$ cat src/hw/rtl/cibs_pkg.sv
// Package for the camera interval and bulb sequencer: codes, structs and
// millisecond lookup tables. No dependencies; imported by every RTL file.
`default_nettype none

package cibs_pkg;

    localparam int CD_W     = 20;
    localparam int DONE_W   = 16;
    localparam int TARGET_W = 8;
    localparam int SEL_W    = 3;
    localparam int MODE_W   = 2;
    localparam int REQ_W    = 2;
    localparam int CMD_W    = 2;
    localparam int STATUS_W = 3;
    localparam int CFG_ADDR_W = 3;
    localparam int CFG_DATA_W = 3;

    // Request types
    localparam logic [REQ_W-1:0] REQ_TICK  = 2'd0;
    localparam logic [REQ_W-1:0] REQ_START = 2'd1;
    localparam logic [REQ_W-1:0] REQ_STOP  = 2'd2;
    localparam logic [REQ_W-1:0] REQ_READY = 2'd3;

    // Commands to the camera
    localparam logic [CMD_W-1:0] CMD_NONE       = 2'd0;
    localparam logic [CMD_W-1:0] CMD_PHOTO      = 2'd1;
    localparam logic [CMD_W-1:0] CMD_BULB_OPEN  = 2'd2;
    localparam logic [CMD_W-1:0] CMD_BULB_CLOSE = 2'd3;

    // Status codes
    localparam logic [STATUS_W-1:0] ST_IDLE      = 3'd0;
    localparam logic [STATUS_W-1:0] ST_RUNNING   = 3'd1;
    localparam logic [STATUS_W-1:0] ST_COMPLETED = 3'd2;
    localparam logic [STATUS_W-1:0] ST_REFUSED   = 3'd3;
    localparam logic [STATUS_W-1:0] ST_STOPPED   = 3'd4;

    // Tool modes
    localparam logic [MODE_W-1:0] MODE_INTERVAL  = 2'd0;
    localparam logic [MODE_W-1:0] MODE_TIMELAPSE = 2'd1;
    localparam logic [MODE_W-1:0] MODE_BULB      = 2'd2;

    // Configuration register indexes
    localparam logic [CFG_ADDR_W-1:0] CFG_TOOL_MODE    = 3'd0;
    localparam logic [CFG_ADDR_W-1:0] CFG_INTERVAL_SEL = 3'd1;
    localparam logic [CFG_ADDR_W-1:0] CFG_COUNT_SEL    = 3'd2;
    localparam logic [CFG_ADDR_W-1:0] CFG_EXPOSURE_SEL = 3'd3;
    localparam logic [CFG_ADDR_W-1:0] CFG_PAUSE_SEL    = 3'd4;

    localparam logic [CD_W-1:0]   START_DELAY_MS = 20'd500;
    localparam logic [CD_W-1:0]   CD_MAX         = 20'd570000;
    localparam logic [DONE_W-1:0] DONE_MAX       = 16'hFFFF;

    typedef struct packed {
        logic [MODE_W-1:0] tool_mode;
        logic [SEL_W-1:0]  interval_sel;
        logic [SEL_W-1:0]  count_sel;
        logic [SEL_W-1:0]  exposure_sel;
        logic [SEL_W-1:0]  pause_sel;
    } t_cfg;

    typedef struct packed {
        logic                running;
        logic                bulb;
        logic                nr;
        logic [CD_W-1:0]     countdown;
        logic [DONE_W-1:0]   done;
        logic [TARGET_W-1:0] target;
    } t_state;

    typedef struct packed {
        logic [CMD_W-1:0]    command;
        logic [STATUS_W-1:0] status;
        logic                is_running;
        logic                bulb_open;
        logic                nr_wait;
        logic [DONE_W-1:0]   shots_done;
        logic [TARGET_W-1:0] shot_target;
        logic [CD_W-1:0]     remaining_ms;
    } t_result;

    // Interval in ms; indexes past the table read its last entry.
    function automatic logic [CD_W-1:0] interval_ms(input logic [SEL_W-1:0] sel);
        case (sel)
            3'd0:    interval_ms = 20'd1000;
            3'd1:    interval_ms = 20'd2000;
            3'd2:    interval_ms = 20'd5000;
            3'd3:    interval_ms = 20'd10000;
            3'd4:    interval_ms = 20'd30000;
            default: interval_ms = 20'd60000;
        endcase
    endfunction

    function automatic logic [TARGET_W-1:0] shot_count(input logic [SEL_W-1:0] sel);
        case (sel)
            3'd0:    shot_count = 8'd10;
            3'd1:    shot_count = 8'd25;
            3'd2:    shot_count = 8'd50;
            3'd3:    shot_count = 8'd100;
            default: shot_count = 8'd250;
        endcase
    endfunction

    // Bulb exposure in ms.
    function automatic logic [CD_W-1:0] exposure_ms(input logic [SEL_W-1:0] sel);
        case (sel)
            3'd0:    exposure_ms = 20'd5000;
            3'd1:    exposure_ms = 20'd10000;
            3'd2:    exposure_ms = 20'd15000;
            3'd3:    exposure_ms = 20'd20000;
            3'd4:    exposure_ms = 20'd30000;
            3'd5:    exposure_ms = 20'd60000;
            3'd6:    exposure_ms = 20'd120000;
            default: exposure_ms = 20'd180000;
        endcase
    endfunction

    // Noise reduction timeout in ms: three exposures plus thirty seconds.
    function automatic logic [CD_W-1:0] nr_timeout_ms(input logic [SEL_W-1:0] sel);
        case (sel)
            3'd0:    nr_timeout_ms = 20'd45000;
            3'd1:    nr_timeout_ms = 20'd60000;
            3'd2:    nr_timeout_ms = 20'd75000;
            3'd3:    nr_timeout_ms = 20'd90000;
            3'd4:    nr_timeout_ms = 20'd120000;
            3'd5:    nr_timeout_ms = 20'd210000;
            3'd6:    nr_timeout_ms = 20'd390000;
            default: nr_timeout_ms = 20'd570000;
        endcase
    endfunction

    function automatic logic [CD_W-1:0] pause_ms(input logic [SEL_W-1:0] sel);
        case (sel)
            3'd0:    pause_ms = 20'd1000;
            3'd1:    pause_ms = 20'd2000;
            3'd2:    pause_ms = 20'd3000;
            3'd3:    pause_ms = 20'd5000;
            3'd4:    pause_ms = 20'd10000;
            default: pause_ms = 20'd30000;
        endcase
    endfunction

endpackage

`default_nettype wire

$ cat src/hw/rtl/cibs_step.sv
// Next-state and result logic for one transaction of the sequencer.
// Purely combinational; depends on cibs_pkg.
`default_nettype none

module cibs_step (
    input  wire cibs_pkg::t_state            i_state,
    input  wire cibs_pkg::t_cfg              i_cfg,
    input  wire logic [cibs_pkg::REQ_W-1:0]  i_req_type,
    input  wire logic                        i_link_up,
    input  wire logic                        i_camera_accepts,
    output cibs_pkg::t_state                 o_state,
    output cibs_pkg::t_result                o_result
);
    import cibs_pkg::*;

    t_state             s;
    logic [CMD_W-1:0]   cmd;
    logic [STATUS_W-1:0] status;
    logic               special;
    logic               bulb_mode;

    assign bulb_mode = (i_cfg.tool_mode == MODE_BULB);

    always_comb begin
        s       = i_state;
        cmd     = CMD_NONE;
        status  = ST_IDLE;
        special = 1'b0;

        case (i_req_type)
            REQ_TICK: begin
                if (s.countdown != '0) begin
                    s.countdown = s.countdown - 1'b1;
                end
                if (s.running && i_link_up && (s.countdown == '0)) begin
                    if (bulb_mode) begin
                        if (s.nr) begin
                            s.nr = 1'b0;
                            if (s.done >= {{(DONE_W-TARGET_W){1'b0}}, s.target}) begin
                                s.running = 1'b0;
                                status    = ST_COMPLETED;
                                special   = 1'b1;
                            end else begin
                                s.countdown = pause_ms(i_cfg.pause_sel);
                            end
                        end else if (!s.bulb) begin
                            if (i_camera_accepts) begin
                                s.bulb      = 1'b1;
                                s.countdown = exposure_ms(i_cfg.exposure_sel);
                                cmd         = CMD_BULB_OPEN;
                            end
                        end else begin
                            s.nr   = 1'b1;
                            s.bulb = 1'b0;
                            if (s.done != DONE_MAX) begin
                                s.done = s.done + 1'b1;
                            end
                            cmd         = CMD_BULB_CLOSE;
                            s.countdown = nr_timeout_ms(i_cfg.exposure_sel);
                        end
                    end else begin
                        if (i_camera_accepts) begin
                            if (s.done != DONE_MAX) begin
                                s.done = s.done + 1'b1;
                            end
                            cmd = CMD_PHOTO;
                        end
                        if ((s.target != '0) &&
                            (s.done >= {{(DONE_W-TARGET_W){1'b0}}, s.target})) begin
                            s.running = 1'b0;
                            status    = ST_COMPLETED;
                            special   = 1'b1;
                        end else begin
                            s.countdown = interval_ms(i_cfg.interval_sel);
                        end
                    end
                end
            end
            REQ_START: begin
                if (!i_link_up) begin
                    status  = ST_REFUSED;
                    special = 1'b1;
                end else begin
                    s.done      = '0;
                    s.target    = (i_cfg.tool_mode == MODE_INTERVAL) ? '0
                                  : shot_count(i_cfg.count_sel);
                    s.countdown = START_DELAY_MS;
                    s.bulb      = 1'b0;
                    s.nr        = 1'b0;
                    s.running   = 1'b1;
                end
            end
            REQ_STOP: begin
                if (s.bulb) begin
                    cmd = CMD_BULB_CLOSE;
                end
                s.bulb    = 1'b0;
                s.nr      = 1'b0;
                s.running = 1'b0;
                status    = ST_STOPPED;
                special   = 1'b1;
            end
            default: begin
                // Shutter-ready notice ends a noise reduction wait early.
                if (s.running && bulb_mode && s.nr) begin
                    s.nr = 1'b0;
                    if (s.done >= {{(DONE_W-TARGET_W){1'b0}}, s.target}) begin
                        s.running = 1'b0;
                        status    = ST_COMPLETED;
                        special   = 1'b1;
                    end else begin
                        s.countdown = pause_ms(i_cfg.pause_sel);
                    end
                end
            end
        endcase

        if (!special) begin
            status = s.running ? ST_RUNNING : ST_IDLE;
        end
    end

    assign o_state = s;

    always_comb begin
        o_result.command      = cmd;
        o_result.status       = status;
        o_result.is_running   = s.running;
        o_result.bulb_open    = s.bulb;
        o_result.nr_wait      = s.nr;
        o_result.shots_done   = s.done;
        o_result.shot_target  = s.target;
        o_result.remaining_ms = s.countdown;
    end

endmodule

`default_nettype wire

$ cat src/hw/rtl/camera_interval_bulb_sequencer.sv
// Top level of the camera interval and bulb sequencer: configuration
// registers, sequence state, result register and skid slot.
// Depends on cibs_pkg and cibs_step.
//
// Usage. Each input transaction (i_valid high, o_stall low at a rising edge)
// carries one request: a one millisecond tick, a start, a stop or a
// shutter-ready notice from the camera. Every input transaction yields
// exactly one result transaction on the output channel (o_valid, i_stall),
// holding the camera command, a status code and a snapshot of the sequence
// state after the request.
// The result of an accepted transaction is registered: it is loaded into the
// output register, or into the skid slot while the receiver stalls. Throughput
// is one transaction per cycle while o_stall is low; the state update in
// cibs_step is combinational and feeds back into the state registers.
// When the receiver stalls, the waiting result holds in the output register
// and one further result is parked in a skid slot; o_stall rises only while
// that slot is full, and it is driven from a register.
// Configuration registers are written through i_cfg_we/i_cfg_addr/i_cfg_data
// and are read live by every transaction; writes to unknown indexes are
// ignored. The synchronous active-low reset returns the registers to their
// defaults, stops any sequence and empties both output slots.
`default_nettype none

module camera_interval_bulb_sequencer (
    input  wire logic                                i_clk,
    input  wire logic                                i_rst_n,
    // Configuration write port
    input  wire logic                                i_cfg_we,
    input  wire logic [cibs_pkg::CFG_ADDR_W-1:0]     i_cfg_addr,
    input  wire logic [cibs_pkg::CFG_DATA_W-1:0]     i_cfg_data,
    // Request channel
    input  wire logic                                i_valid,
    output logic                                     o_stall,
    input  wire logic [cibs_pkg::REQ_W-1:0]          i_req_type,
    input  wire logic                                i_link_up,
    input  wire logic                                i_camera_accepts,
    // Result channel
    output logic                                     o_valid,
    input  wire logic                                i_stall,
    output logic [cibs_pkg::CMD_W-1:0]               o_command,
    output logic [cibs_pkg::STATUS_W-1:0]            o_status,
    output logic                                     o_is_running,
    output logic                                     o_bulb_open,
    output logic                                     o_nr_wait,
    output logic [cibs_pkg::DONE_W-1:0]              o_shots_done,
    output logic [cibs_pkg::TARGET_W-1:0]            o_shot_target,
    output logic [cibs_pkg::CD_W-1:0]                o_remaining_ms
);
    import cibs_pkg::*;

    // Configuration registers
    t_cfg    r_cfg;

    // Sequence state and its next value from the step logic
    t_state  r_st;
    t_state  n_st;
    t_result n_res;

    // Output register and skid slot
    t_result r_out;
    logic    r_out_valid;
    t_result r_skid;
    logic    r_skid_valid;

    logic    in_acc;
    logic    out_take;
    logic    out_free;

    // A transaction is only ever refused while the skid slot is occupied.
    assign o_stall  = r_skid_valid;
    assign in_acc   = i_valid && !r_skid_valid;
    assign out_take = r_out_valid && !i_stall;
    assign out_free = !r_out_valid || out_take;

    always_ff @(posedge i_clk) begin
        if (!i_rst_n) begin
            r_cfg.tool_mode    <= MODE_INTERVAL;
            r_cfg.interval_sel <= 3'd3;
            r_cfg.count_sel    <= 3'd2;
            r_cfg.exposure_sel <= 3'd4;
            r_cfg.pause_sel    <= 3'd2;
        end else if (i_cfg_we) begin
            case (i_cfg_addr)
                CFG_TOOL_MODE:    r_cfg.tool_mode    <= i_cfg_data[MODE_W-1:0];
                CFG_INTERVAL_SEL: r_cfg.interval_sel <= i_cfg_data[SEL_W-1:0];
                CFG_COUNT_SEL:    r_cfg.count_sel    <= i_cfg_data[SEL_W-1:0];
                CFG_EXPOSURE_SEL: r_cfg.exposure_sel <= i_cfg_data[SEL_W-1:0];
                CFG_PAUSE_SEL:    r_cfg.pause_sel    <= i_cfg_data[SEL_W-1:0];
                default: begin
                end
            endcase
        end
    end

    cibs_step u_step (
        .i_state          (r_st),
        .i_cfg            (r_cfg),
        .i_req_type       (i_req_type),
        .i_link_up        (i_link_up),
        .i_camera_accepts (i_camera_accepts),
        .o_state          (n_st),
        .o_result         (n_res)
    );

    // The state advances on every accepted transaction, independent of how
    // the results drain.
    always_ff @(posedge i_clk) begin
        if (!i_rst_n) begin
            r_st <= '0;
        end else if (in_acc) begin
            r_st <= n_st;
        end
    end

    // Result ordering: the skid slot always holds the younger result, so it
    // refills the output register before any new result does.
    always_ff @(posedge i_clk) begin
        if (!i_rst_n) begin
            r_out_valid  <= 1'b0;
            r_skid_valid <= 1'b0;
        end else begin
            if (out_free) begin
                if (r_skid_valid) begin
                    r_out_valid  <= 1'b1;
                    r_skid_valid <= 1'b0;
                end else begin
                    r_out_valid <= in_acc;
                end
            end else if (in_acc) begin
                r_skid_valid <= 1'b1;
            end
        end
    end

    always_ff @(posedge i_clk) begin
        if (out_free) begin
            if (r_skid_valid) begin
                r_out <= r_skid;
            end else if (in_acc) begin
                r_out <= n_res;
            end
        end else if (in_acc) begin
            r_skid <= n_res;
        end
    end

    assign o_valid        = r_out_valid;
    assign o_command      = r_out.command;
    assign o_status       = r_out.status;
    assign o_is_running   = r_out.is_running;
    assign o_bulb_open    = r_out.bulb_open;
    assign o_nr_wait      = r_out.nr_wait;
    assign o_shots_done   = r_out.shots_done;
    assign o_shot_target  = r_out.shot_target;
    assign o_remaining_ms = r_out.remaining_ms;

    // The skid slot is only ever filled behind a full output register.
    a_skid_behind_out: assert property (@(posedge i_clk) disable iff (!i_rst_n)
        r_skid_valid |-> r_out_valid)
        else $error("skid slot holds a result while the output register is empty");

    // A bulb exposure and a noise reduction wait never overlap.
    a_bulb_nr_exclusive: assert property (@(posedge i_clk) disable iff (!i_rst_n)
        !(r_st.bulb && r_st.nr))
        else $error("bulb open and noise reduction wait set together");

    // Every value loaded into the countdown lies within the longest timeout.
    a_countdown_bound: assert property (@(posedge i_clk) disable iff (!i_rst_n)
        r_st.countdown <= CD_MAX)
        else $error("countdown beyond the longest timeout");

    // An accepted stop always leaves the sequence idle with the bulb closed.
    a_stop_idles: assert property (@(posedge i_clk) disable iff (!i_rst_n)
        (in_acc && (i_req_type == REQ_STOP)) |=> (!r_st.running && !r_st.bulb))
        else $error("sequence still active after a stop");

endmodule

`default_nettype wire
$ cat config.mk
export PLATFORM = sky130hd
export DESIGN_NAME = camera_interval_bulb_sequencer
export DESIGN_NICKNAME = d
export VERILOG_FILES = /design/src/hw/rtl/cibs_pkg.sv /design/src/hw/rtl/cibs_step.sv /design/src/hw/rtl/camera_interval_bulb_sequencer.sv
export SDC_FILE = /design/constraint.sdc
export NUM_CORES = 1
export LEC_CHECK = 0
export ABC_CLOCK_PERIOD_IN_PS = 6200
export BUFFER_PORTS_ARGS = -buffer_cell sky130_fd_sc_hd__buf_4
export CORE_MARGIN = 2
export CORE_UTILIZATION = 50
export CTS_BUF_LIST = sky130_fd_sc_hd__clkbuf_4 sky130_fd_sc_hd__clkbuf_8
export DETAILED_ROUTE_END_ITERATION = 8
export PLACE_DENSITY = 0.72
export SLEW_MARGIN = 25
export SYNTH_ARGS = -nofsm -noshare
export SYNTH_HDL_FRONTEND = slang
export SYNTH_HIERARCHICAL = 1
export SYNTH_SLANG_ARGS = --single-unit
$ cat constraint.sdc
create_clock -name i_clk -period 6.2 [get_ports i_clk]
set_clock_uncertainty 0.2 [all_clocks]
set_input_delay 0.93 -clock i_clk [delete_from_list [all_inputs] [get_ports i_clk]]
set_output_delay 0.93 -clock i_clk [all_outputs]
set_load 0.02 [all_outputs]
[Word level (Yosys, flattened, before mapping)]
Cells that the tools add are included.
Cells by class
  add/subtract/negate cells: 2
  order comparisons: 2
  equal/unequal tests: 25
  muxes and demuxes: 70
  bitwise gates (word level): 2
  reductions and logical operators: 30
Operators with widths (count)
  20-bit two-way mux: 7
  20-bit one-hot mux with 7 select lines: 1
  18-bit one-hot mux with 7 select lines: 1
  16-bit two-way mux: 7
  52-bit two-way mux: 2
  16-bit one-hot mux with 5 select lines: 1
  15-bit one-hot mux with 5 select lines: 1
  20-bit one-hot mux with 3 select lines: 1
  47-bit two-way mux: 1
  21-bit two-way mux: 2
  39-bit two-way mux: 1
  36-bit two-way mux: 1
  16-bit by 8-bit >= comparator with 1-bit output: 2
  16-bit one-hot mux with 2 select lines: 1
  8-bit one-hot mux with 4 select lines: 1
  3-bit by 2-bit == test with 1-bit output (second input constant): 10
  20-bit logical NOT: 1
  2-bit two-way mux: 10
  20-bit nonzero test: 1
  20-bit by 1-bit subtractor with 20-bit output (second input constant): 1
  1-bit two-way mux: 19
  3-bit == test (second input constant): 6
  16-bit by 1-bit adder with 16-bit output (second input constant): 1
  8-bit two-way mux: 2
  other kinds (18): 50
Word-level totals
  register bits after elaboration: 167
  input bits: 15
  output and inout port bits: 54
  word-level logic and storage cells: 160

[Depth between registers and ports, before layout]
Gate-level depths: netlist (run 1).
  word-level depth: 17
  mapped depth: 22
  gate-level depth less buffers: 20

[Cells and area by module]
The synthesis (run 1) kept the hierarchy.
By module, submodules not included
  camera_interval_bulb_sequencer: times used 1, cells each 433, area an instance 6130.9 µm², sequential area each 4384.2 µm²
  cibs_step: times used 1, cells each 735, area an instance 4498.1 µm², sequential area each 0.0 µm²

[Least setup slack after synthesis (run 1)]
No wires, ideal clock.
  path kind: register to register
  start: register r_st[8] in the netlist's numbering
  end: register r_out, in the netlist o_remaining_ms[3] (data pin)
  setup time: 0.260 ns
  data arrival time: 4.824 ns
  data required time: 5.740 ns
  setup slack: 0.916 ns
  cell stages (with the launch flop): 19
  buffers on the path: 1
  clock period less this slack: 5.284 ns
  cells stage by stage: dfxtp_1 > ha_1 > nand3_1 > nor4_1 > nand2_1 > nand2_1 > mux2_2 > ha_1 > o211ai_1 > a21oi_1 > o41a_1 > or4_1 > a2111oi_0 > nand2b_1 > buf_2 > a31o_2 > a221oi_1 > a311o_1 > mux2_2
RTL lines
  from (decl): RTL line camera_interval_bulb_sequencer.sv:55  | t_state r_st;
  from (signal assigned): RTL line camera_interval_bulb_sequencer.sv:111  | r_st <= n_st;
  to (signal assigned): RTL line camera_interval_bulb_sequencer.sv:138  | r_out <= r_skid;
  to (signal assigned): RTL line camera_interval_bulb_sequencer.sv:140  | r_out <= n_res;
  to (decl): RTL line camera_interval_bulb_sequencer.sv:60  | t_result r_out;

==> results of run 1 <==
-- final cells by class --
| class | count | share of cell area, % |
|---|---|---|
| Sequential cell | 167 | 38.91 |
| Tap cell | 275 | 3.053 |
| Timing Repair Buffer | 82 | 5.462 |
| Clock buffer | 18 | 2.143 |
| Inverter | 26 | 0.8660 |
| Clock inverter | 14 | 1.554 |
| Multi-Input combinational cell | 850 | 48.01 |
-- kinds of logic (layout without fill, tap and decap cells) --
group / count (synthesis) / after routing / synth area share (%)
DFF: 167 / 167 / 41.25
and+or+nand+nor: 428 / 428 / 19.87
buffers and inverters: 151 / 140 / 8.075
AOI/OAI and AO/OA: 315 / 315 / 19.80
adders and majority gates: 22 / 22 / 2.590
xor gates and xnor gates: 19 / 19 / 1.566
muxes: 66 / 66 / 6.851
-- state kept, by name (all words and copies together) (netlist names), 2 cells and up --
signal / count
o_command: 2
r_skid: 52
o_shot_target: 8
r_cfg: 14
o_remaining_ms: 20
o_status: 3
r_st: 47
o_shots_done: 16
-- critical path, stage by stage (launching register included) --
cell       delay [ns]
dfxtp_1          0.44
ha_1             0.27
nand3_1          0.21
nor4_1           0.32
buf_4            0.19
nand2_1          0.16
nand2_1          0.21
mux2_2           0.36
ha_1             0.26
o211ai_1         0.16
a21oi_1          0.07
o41a_1           0.36
or4_1            0.51
a2111oi_0        0.46
nand2b_1         0.47
a31o_2           0.23
a221oi_1         0.07
a311o_1          0.37
mux2_2           0.27
-- worst min path at each step --
stage | start | to | slack [ns] | cells past startpoint
after floorplan | r_st[20] | r_st[20] | 0.23 | 2
after global placement | r_st[1] | r_st[1] | 0.28 | 2
after detailed placement | r_st[1] | r_st[1] | 0.28 | 2
after CTS | r_st[1] | r_st[1] | 0.30 | 2
after global routing | r_st[1] | r_st[1] | 0.32 | 2
final | r_st[1] | r_st[1] | 0.30 | 2
-- cells in the final DEF (no fill, tap or decap), types with 8 or more instances in the layout --
master	synthesis	layout
a211oi_1	10	10
a21boi_0	19	19
a21boi_1	30	30
a21o_1	8	8
a21oi_1	66	65
a31oi_1	16	16
and3_1	8	8
buf_4	51	82
clkbuf_8	0	17
dfxtp_1	63	62
edfxtp_1	104	104
ha_1	22	22
inv_1	25	25
mux2_2	54	54
mux2i_1	12	12
nand2_1	184	184
nand2b_1	12	12
nand3_1	36	36
nand4_1	19	19
nor2_1	72	71
nor2b_1	8	8
nor3_1	16	16
nor4_1	13	13
o21ai_0	57	57
o21ai_1	18	18
o31ai_1	9	9
or3_1	9	9
xnor2_1	13	13
-- report_power, final --
| group | internal (mW) | leakage [nW] | switching, mW |
|---|---|---|---|
| logic | 0.191 | 2.29 | 0.350 |
| registers | 1.23 | 1.50 | 0.0389 |
| clock network | 0.407 | 0.205 | 0.433 |
-- metrics by stage --
step	area, um2	instances	hold WS, ns	power [mW]
after floorplan	10630	1168	0.2317	1.682
after global placement	10850	1400	0.2794	1.821
after detailed placement	10850	1400	0.2814	1.821
after CTS	11270	1432	0.2978	2.660
after global routing	11270	1432	0.3211	2.765
final	11270	1432	0.3007	2.652
-- layer usage --
metal / up-vias / wire length [um]
li1: 4205 / -
met1: 4306 / 14440
met2: 462 / 12300
met3: 57 / 2703
met4: 2 / 640
met5: - / 13
==> impl_metrics.py, run 1 <==
metrics = {
    "run_status": {
        "outcome": "finished clean",
    },
    "route": {
        "ant_nets": 0,
        "dr_total_vias": 9032,
        "via_per_inst": 6.307,
        "drc": 0,
        "dr.pass1.iters": 5,
        "wl_per_cell_um": 21.02,
        "wirelength_mm": 30.10,
        "drt_iter0_drc": 1249,
    },
    "clock_tree": {
        "cts_root_buf": "clkbuf_8",
        "cts_tree": "yes",
        "h-tree-depth": 4,
        "cts_setup_buffers": 0,
        "cts_hold_buf": 0,
        "cts_resized": 0,
        "cts_buffer_depth": 2,
        "clock_latency_ns": 0.45,
        "clock-sinks": 167,
        "numCtsBuffers": 17,
        "path_clk_slew_ns": 0.09,
    },
    "global_route": {
        "overflow": 0,
        "grtUsageMet3_pct": 5.244,
        "grt_antenna_before_repair": 1,
        "grt_max_degree": 72,
        "grt_use_met1_pct": 42.67,
        "grtUsageTotal_pct": 27.13,
        "grt_util_met2_pct": 36.87,
        "grt_busiest_layer": "met1",
        "grt_pass1_wl_mm": 47.22,
        "grt_pass1_vias": 8112,
    },
    "finish": {
        "syn2layout_area_growth_pct": 6.027,
        "insertedDiodeCount": 0,
        "nets": 1181,
        "ff_latch_area_um2": 4385,
        "postLayoutCoreUtil_pct": 53.78,
        "fillers": 1982,
        "drive_gt1_share_pct": 17.37,
        "multi_input_area_um2": 5410,
    },
    "synth": {
        "ys.flop_type": "edfxtp_1",
        "synth_edf_count": 104,
        "synth_commonest_cells": "184 x nand2_1, 104 x edfxtp_1, 72 x nor2_1",
        "synth_cell_type_count": 92,
        "synth_area_leaders": "edfxtp_1 29%, dfxtp_1 12%, nand2_1 6.5%, mux2_2 5.7%, buf_4 3.6%",
        "yosysMostFrequentCell": "nand2_1",
        "syn_inst": 1168,
        "synth_top_area_cell": "edfxtp_1",
        "ys_warn_count": 6,
        "synth-async-reset-ratio_pct": 0,
        "ys_ff_latch": 167,
        "synth.net_count": 1205,
        "avgSynthCellArea_um2": 9.100,
        "syn-cell-area_um2": 10630,
        "ys_seq_area_share_pct": 41.25,
        "synth_top_area_share_pct": 29.38,
    },
    "die": {
        "dieHeight_um": 149.8,
        "fp-row-count": 53,
        "initial_utilization_pct": 50.72,
        "pin_count": 69,
        "die_x_um": 149.8,
        "die_area_um2": 22440,
        "core_um2": 20960,
    },
    "worst_setup_path": {
        "crit_path_end_kind": "register",
        "reg2reg_slack_ns": 0.34,
        "startpoint": "r_st[9]",
        "required_ns": 6.21,
        "start_kind": "register",
        "reg2regPathDepth": 18,
        "r2r_end": "o_remaining_ms[3]",
        "worstReg2RegStart": "r_st[9]",
        "worst-path-max-fanout": 8,
        "cp.arrival_ns": 5.87,
        "crit_type": "register to register",
        "critPathCapture": "o_remaining_ms[3]",
    },
    "power_and_ir_drop": {
        "leakage_nw": 3.998,
        "peakVddDrop_mv": 0.1538,
        "power_density_nw_per_um2": 235.3,
    },
    "sta": {
        "relSlewSlack_pct": 31.30,
        "worstMarginPinSlew_ns": 1.017,
        "period_share_pct": 94.58,
        "finalHoldViolCount": 0,
        "tns_ns": 0,
        "fmax_mhz": 170.5,
        "setup_viol": 0,
        "rsz0062_at_grt": "false",
        "slew_violations": 0,
        "fin_ws_ns": 0.3358,
        "post-route-min-period_ns": 5.864,
    },
    "run": {
        "cap_violations": 0,
    },
    "placement": {
        "place_ws_ns": 0.4233,
        "gp_congestion": 1.036,
        "hpwl_mm": 20.54,
        "port_buffers": 68,
    },
    "hold_path": {
        "worst_hold_path_type": "register to register",
    },
}
(Power assumes the default switching activity.)
==> run 2: changes to the inputs <==
Settings changed: REMOVE_ABC_BUFFERS set to 1.
==> run 2 against run 1 <==
Net effect:
- power up 0.88%
- wire length increased by 1.8%
- final cell count rose by 0.21%
- first-iteration DRC count fell by 16%
- sequential share of layout area down 0.18 points
- register-to-register slack about the same
- highest routed layer is now met4
- critical path depth did not move
- worst hold slack worse by 0.00053 ns
- via count fell by 0.45%
- setup slack worse by 0.0091 ns
- largest cell class unchanged
- global-route usage up 0.13 points
==> impl_metrics.py, run 2 (synthesis gave the netlist of run 1 again) <==
metrics = {
    "clock_tree": {
        "numCtsBuffers": 17,
        "clock_latency_ns": 0.47,
        "cts_resized": 0,
        "cts_hold_buf": 0,
        "clock-sinks": 167,
        "cts_buffer_depth": 2,
        "path_clk_slew_ns": 0.10,
        "cts_root_buf": "clkbuf_8",
        "cts_setup_buffers": 0,
        "cts_tree": "yes",
        "h-tree-depth": 4,
    },
    "route": {
        "drc": 0,
        "top_layer": "met4",
        "m1WireLength_mm": 13.96,
        "ant_nets": 0,
        "via_per_inst": 6.266,
        "wirelength_mm": 30.63,
        "wl_met3_mm": 2.306,
        "wl_per_cell_um": 21.34,
        "wl_met2_mm": 13.89,
        "dr_total_vias": 8991,
        "dr.pass1.iters": 6,
        "drt_iter0_drc": 1053,
    },
    "sta": {
        "slew_violations": 0,
        "post-route-min-period_ns": 5.873,
        "fmax_mhz": 170.3,
        "relSlewSlack_pct": 23.75,
        "finalHoldViolCount": 0,
        "worstMarginPinSlew_ns": 1.129,
        "rsz0062_at_grt": "false",
        "tns_ns": 0,
        "fin_ws_ns": 0.3267,
        "period_share_pct": 94.73,
        "setup_viol": 0,
    },
    "placement": {
        "port_buffers": 68,
        "place_ws_ns": 0.4414,
        "gp_congestion": 0.9474,
        "dp.cells": 1402,
        "hpwl_mm": 20.77,
        "dpl_cell_area_um2": 10870,
    },
    "worst_setup_path": {
        "worst-path-max-fanout": 8,
        "required_ns": 6.23,
        "critPathTopFamily": "simple AND/OR/NAND/NOR gates",
        "cp.buffers_inverters": 1,
        "cp.arrival_ns": 5.90,
        "reg2reg_slack_ns": 0.33,
        "crit_path_end_kind": "register",
        "max_stage_delay_ns": 0.51,
        "crit_type": "register to register",
        "crit_slowest_cell": "or4_1",
        "path_cells": "ha_1, nand3_1, nor4_1, nand2_1, nand2_1, mux2_2, ha_1, o211ai_1, a21oi_1, o41a_1, or4_1, a2111oi_0, buf_4, nand2b_1, a31o_2, a221oi_1, a311o_1, mux2_2",
        "start_kind": "register",
    },
    "die": {
        "dieHeight_um": 149.8,
        "fp-row-count": 53,
        "initial_utilization_pct": 50.72,
        "core_um2": 20960,
        "pin_count": 69,
        "die_x_um": 149.8,
        "die_area_um2": 22440,
    },
    "global_route": {
        "grt_pass1_wl_mm": 47.18,
        "grt_pass1_vias": 8148,
        "grt_max_degree": 72,
        "overflow": 0,
        "grt_antenna_before_repair": 0,
        "grtUsageTotal_pct": 27.27,
    },
    "finish": {
        "insertedDiodeCount": 0,
        "fin_cells": 1435,
        "final_common_cell": "nand2_1",
        "syn2layout_area_growth_pct": 6.521,
        "mostFrequentLayoutCells": "184 x nand2_1, 104 x edfxtp_1, 84 x buf_4",
        "largest-register": "r_skid",
        "drive_gt1_share_pct": 17.67,
        "post-route-cell-area_um2": 11320,
        "nets": 1184,
        "largest_reg_flops": 52,
    },
    "power_and_ir_drop": {
        "leakage_nw": 4.029,
        "power_density_nw_per_um2": 236.3,
        "power_mw": 2.675,
        "peakVddDrop_mv": 0.1126,
    },
    "run": {
        "cap_violations": 0,
    },
    "hold_path": {
        "worst_hold_path_type": "register to register",
    },
    "run_status": {
        "outcome": "finished clean",
    },
}
-- run 2: changes by cell type in the layout (fill, tap and decap cells not counted) --
cell,before,now
inv_6,3,6
buf_4,82,84
clkinv_4,4,2
a211oi_1,10,9
a211oi_2,0,1
buf_16,0,1
clkbuf_4,1,0
clkinvlp_4,2,1
inv_8,0,1
-- run 2: final cells by class --
type | instances | area, um2
repair buffers | 85 | 658.1
inverters | 26 | 97.59
fillers | 1965 | 9633
multi-input cells | 850 | 5415
clock inverters | 15 | 187.7
well taps | 275 | 344.1
flip-flops and latches | 167 | 4385
clock buffers | 17 | 234.0
-- run 2: worst min-delay path: cells and delay by family, from the launching register on --
kind	cells	cell delay (ns)
AO/OA/AOI/OAI	1	0.06
flip-flops	1	0.34
AND/OR/NAND/NOR	1	0.06
-- run 2: power by group --
part / internal [mW] / switching (mW)
clock: 0.408 / 0.444
combinational: 0.196 / 0.357
sequential: 1.23 / 0.0381
total: 1.84 / 0.839
-- run 2: worst paths after layout --
kind,from,depth (start not counted),to
setup / recovery,r_st[9],18,o_remaining_ms[3]
hold / removal,r_cfg[12],2,r_cfg[12]
setup reg to reg,r_st[9],18,o_remaining_ms[3]
hold reg to reg,r_cfg[12],2,r_cfg[12]
-- run 2: metal layers --
metal	vias up	global-route usage [%]
met5	-	0
met4	0	7.217
met3	39	3.476
met2	379	41.85
met1	4369	40.59
li1	4204	-
-- run 2: metrics by stage --
stage	util, %	hold WS (ns)
6_report	54.03	0.3002
5_1_grt	54.03	0.3332
4_1_cts	53.88	0.3058
3_5_place_dp	51.86	0.2854
3_3_place_gp	51.86	0.2764
2_1_floorplan	-	0.2574
==> run 3: changes to the inputs <==
--- a/config.mk
+++ b/config.mk
@@ -10,6 +10,6 @@
 export CORE_MARGIN = 2
 export CORE_UTILIZATION = 50
-export CTS_BUF_LIST = sky130_fd_sc_hd__clkbuf_4 sky130_fd_sc_hd__clkbuf_8
 export DETAILED_ROUTE_END_ITERATION = 8
+export GPL_ROUTABILITY_DRIVEN = 0
 export PLACE_DENSITY = 0.72
 export REMOVE_ABC_BUFFERS = 1
==> constraint.sdc (replaced) <==
create_clock -name i_clk -period 6.2 [get_ports i_clk]
set_clock_uncertainty 0.2 [all_clocks]
set_input_delay 0.62 -clock i_clk [delete_from_list [all_inputs] [get_ports i_clk]]
set_output_delay 0.62 -clock i_clk [all_outputs]
set_load 0.02 [all_outputs]
==> run 3 against run 2 <==
Net effect:
- die area is the same
- critical endpoint unchanged
- sequential cell count unchanged
- sequential power hardly changed
- global-route usage is 1.9 points lower
- clock power increased by 15%
- largest cell class unchanged
- critical path depth increased by 1
- critical path type unchanged
==> impl_metrics.py, run 3 (synthesis gave the netlist of run 1 again) <==
metrics = {
    "power_and_ir_drop": {
        "leakage_nw": 4.037,
        "power_mw": 2.782,
        "power_density_nw_per_um2": 244.7,
        "peakVddDrop_mv": 0.1264,
    },
    "sta": {
        "post-route-min-period_ns": 5.889,
        "setup_viol": 0,
        "finalHoldViolCount": 0,
        "relSlewSlack_pct": 34.56,
        "period_share_pct": 94.98,
        "slew_violations": 0,
        "whs_ns": 0.2385,
        "fin_ws_ns": 0.3112,
        "fmax_mhz": 169.8,
        "tns_ns": 0,
        "worstMarginPinSlew_ns": 0.9816,
        "rsz0062_at_grt": "false",
    },
    "route": {
        "dr_total_vias": 9120,
        "drt_iter0_drc": 1178,
        "via_per_inst": 6.382,
        "wirelength_mm": 28.32,
        "drc": 0,
        "dr.pass1.iters": 7,
        "wl_per_cell_um": 19.82,
        "ant_nets": 0,
    },
    "clock_tree": {
        "cts_buffer_depth": 2,
        "cts_hold_buf": 0,
        "cts_setup_buffers": 0,
        "clock-sinks": 167,
        "cts_tree": "yes",
        "cts_root_buf": "clkbuf_16",
        "path_clk_slew_ns": 0.07,
        "h-tree-depth": 4,
        "clock_latency_ns": 0.44,
        "cts_resized": 0,
        "numCtsBuffers": 17,
    },
    "worst_setup_path": {
        "critPathTopFamily": "simple AND/OR/NAND/NOR gates",
        "start_kind": "register",
        "path_cells": "ha_1, nand3_1, nor4_1, buf_4, nand2_1, nand2_1, mux2_2, ha_1, o211ai_1, a21oi_1, o41a_1, or4_1, a2111oi_0, buf_4, nand2b_1, a31o_2, a221oi_1, a311o_1, mux2_2",
        "crit_slowest_cell": "or4_1",
        "worst-path-max-fanout": 8,
        "required_ns": 6.19,
        "max_stage_delay_ns": 0.50,
        "crit_type": "register to register",
        "cp.arrival_ns": 5.88,
        "reg2reg_slack_ns": 0.31,
        "crit_path_end_kind": "register",
        "cp.buffers_inverters": 2,
        "r2r_end": "o_remaining_ms[3]",
        "worstReg2RegStart": "r_st[9]",
        "reg2regPathDepth": 19,
    },
    "finish": {
        "final_common_cell": "nand2_1",
        "largest_reg_flops": 52,
        "syn2layout_area_growth_pct": 6.969,
        "mostFrequentLayoutCells": "184 x nand2_1, 104 x edfxtp_1, 79 x buf_4",
        "postLayoutCoreUtil_pct": 54.26,
        "nets": 1178,
        "insertedDiodeCount": 0,
        "largest-register": "r_skid",
        "drive_gt1_share_pct": 17.24,
    },
    "run_status": {
        "outcome": "finished clean",
    },
    "hold_path": {
        "worstHoldEndpoint": "r_cfg[5]",
        "whs_path_depth": 3,
        "worst_hold_path_type": "primary input to register",
        "hold_start": "i_cfg_data[2]",
    },
    "die": {
        "core_um2": 20960,
        "pin_count": 69,
        "fp-row-count": 53,
        "die_area_um2": 22440,
        "initial_utilization_pct": 50.72,
        "die_x_um": 149.8,
        "dieHeight_um": 149.8,
    },
    "global_route": {
        "grt_pass1_vias": 8276,
        "grt_antenna_before_repair": 0,
        "grt_max_degree": 72,
        "overflow": 0,
        "grtUsageTotal_pct": 25.35,
        "grt_pass1_wl_mm": 44.90,
    },
    "run": {
        "cap_violations": 0,
    },
    "placement": {
        "place_ws_ns": 0.4864,
        "port_buffers": 68,
        "hpwl_mm": 18.68,
    },
}
[run 3: cell types whose count changed in the layout (fill, tap and decap cells not counted), sizes merged]
cell and delta:
buf -6, bufinv -3, clkinv +4, clkinvlp +3
inv -4
[run 3: area by class of cell]
type / instances / area, um2
Clock buffer: 17 / 425.4
Clock inverter: 15 / 106.4
Fill cell: 1947 / 9585
Inverter: 26 / 97.59
Multi-Input combinational cell: 850 / 5418
Sequential cell: 167 / 4385
Tap cell: 275 / 344.1
Timing Repair Buffer: 79 / 593.1
[run 3: layer usage]
metal	global-route usage, %	share of wire, %
met1	36.58	44
met2	38.93	44
met3	3.445	8.6
met4	9.245	2.9
met5	0	0
[run 3: worst register-to-register path, delay by kind of cell (launching register included)]
family                     cells  cell delay [ns]
AOI/OAI and AO/OA              7             1.68
adders and majority gates      2             0.55
buffers and inverters          2             0.39
DFF                            1             0.43
muxes                          2             0.63
and+or+nand+nor                6             1.75
[run 3: worst max path at each step]
stage	from	to	depth (start not counted)
floorplan	r_st[8]	o_remaining_ms[3]	17
global placement	r_st[9]	o_remaining_ms[3]	19
detailed placement	r_st[9]	o_remaining_ms[3]	19
CTS	r_st[9]	o_remaining_ms[3]	19
global route	r_st[9]	o_remaining_ms[6]	19
finish	r_st[9]	o_remaining_ms[3]	19
[run 3: per-stage QoR]
stage | cell area (um2) | std cells
floorplan | 9868 | 1043
finish | 11370 | 1429
global route | 11370 | 1429
detailed placement | 10830 | 1397
global placement | 10830 | 1397
CTS | 11360 | 1429
[run 3: report_power, final]
group	switching, mW	leakage (nW)	internal, mW
combinational	0.343	2.29	0.191
sequential	0.0372	1.50	1.23
clock	0.465	0.253	0.512
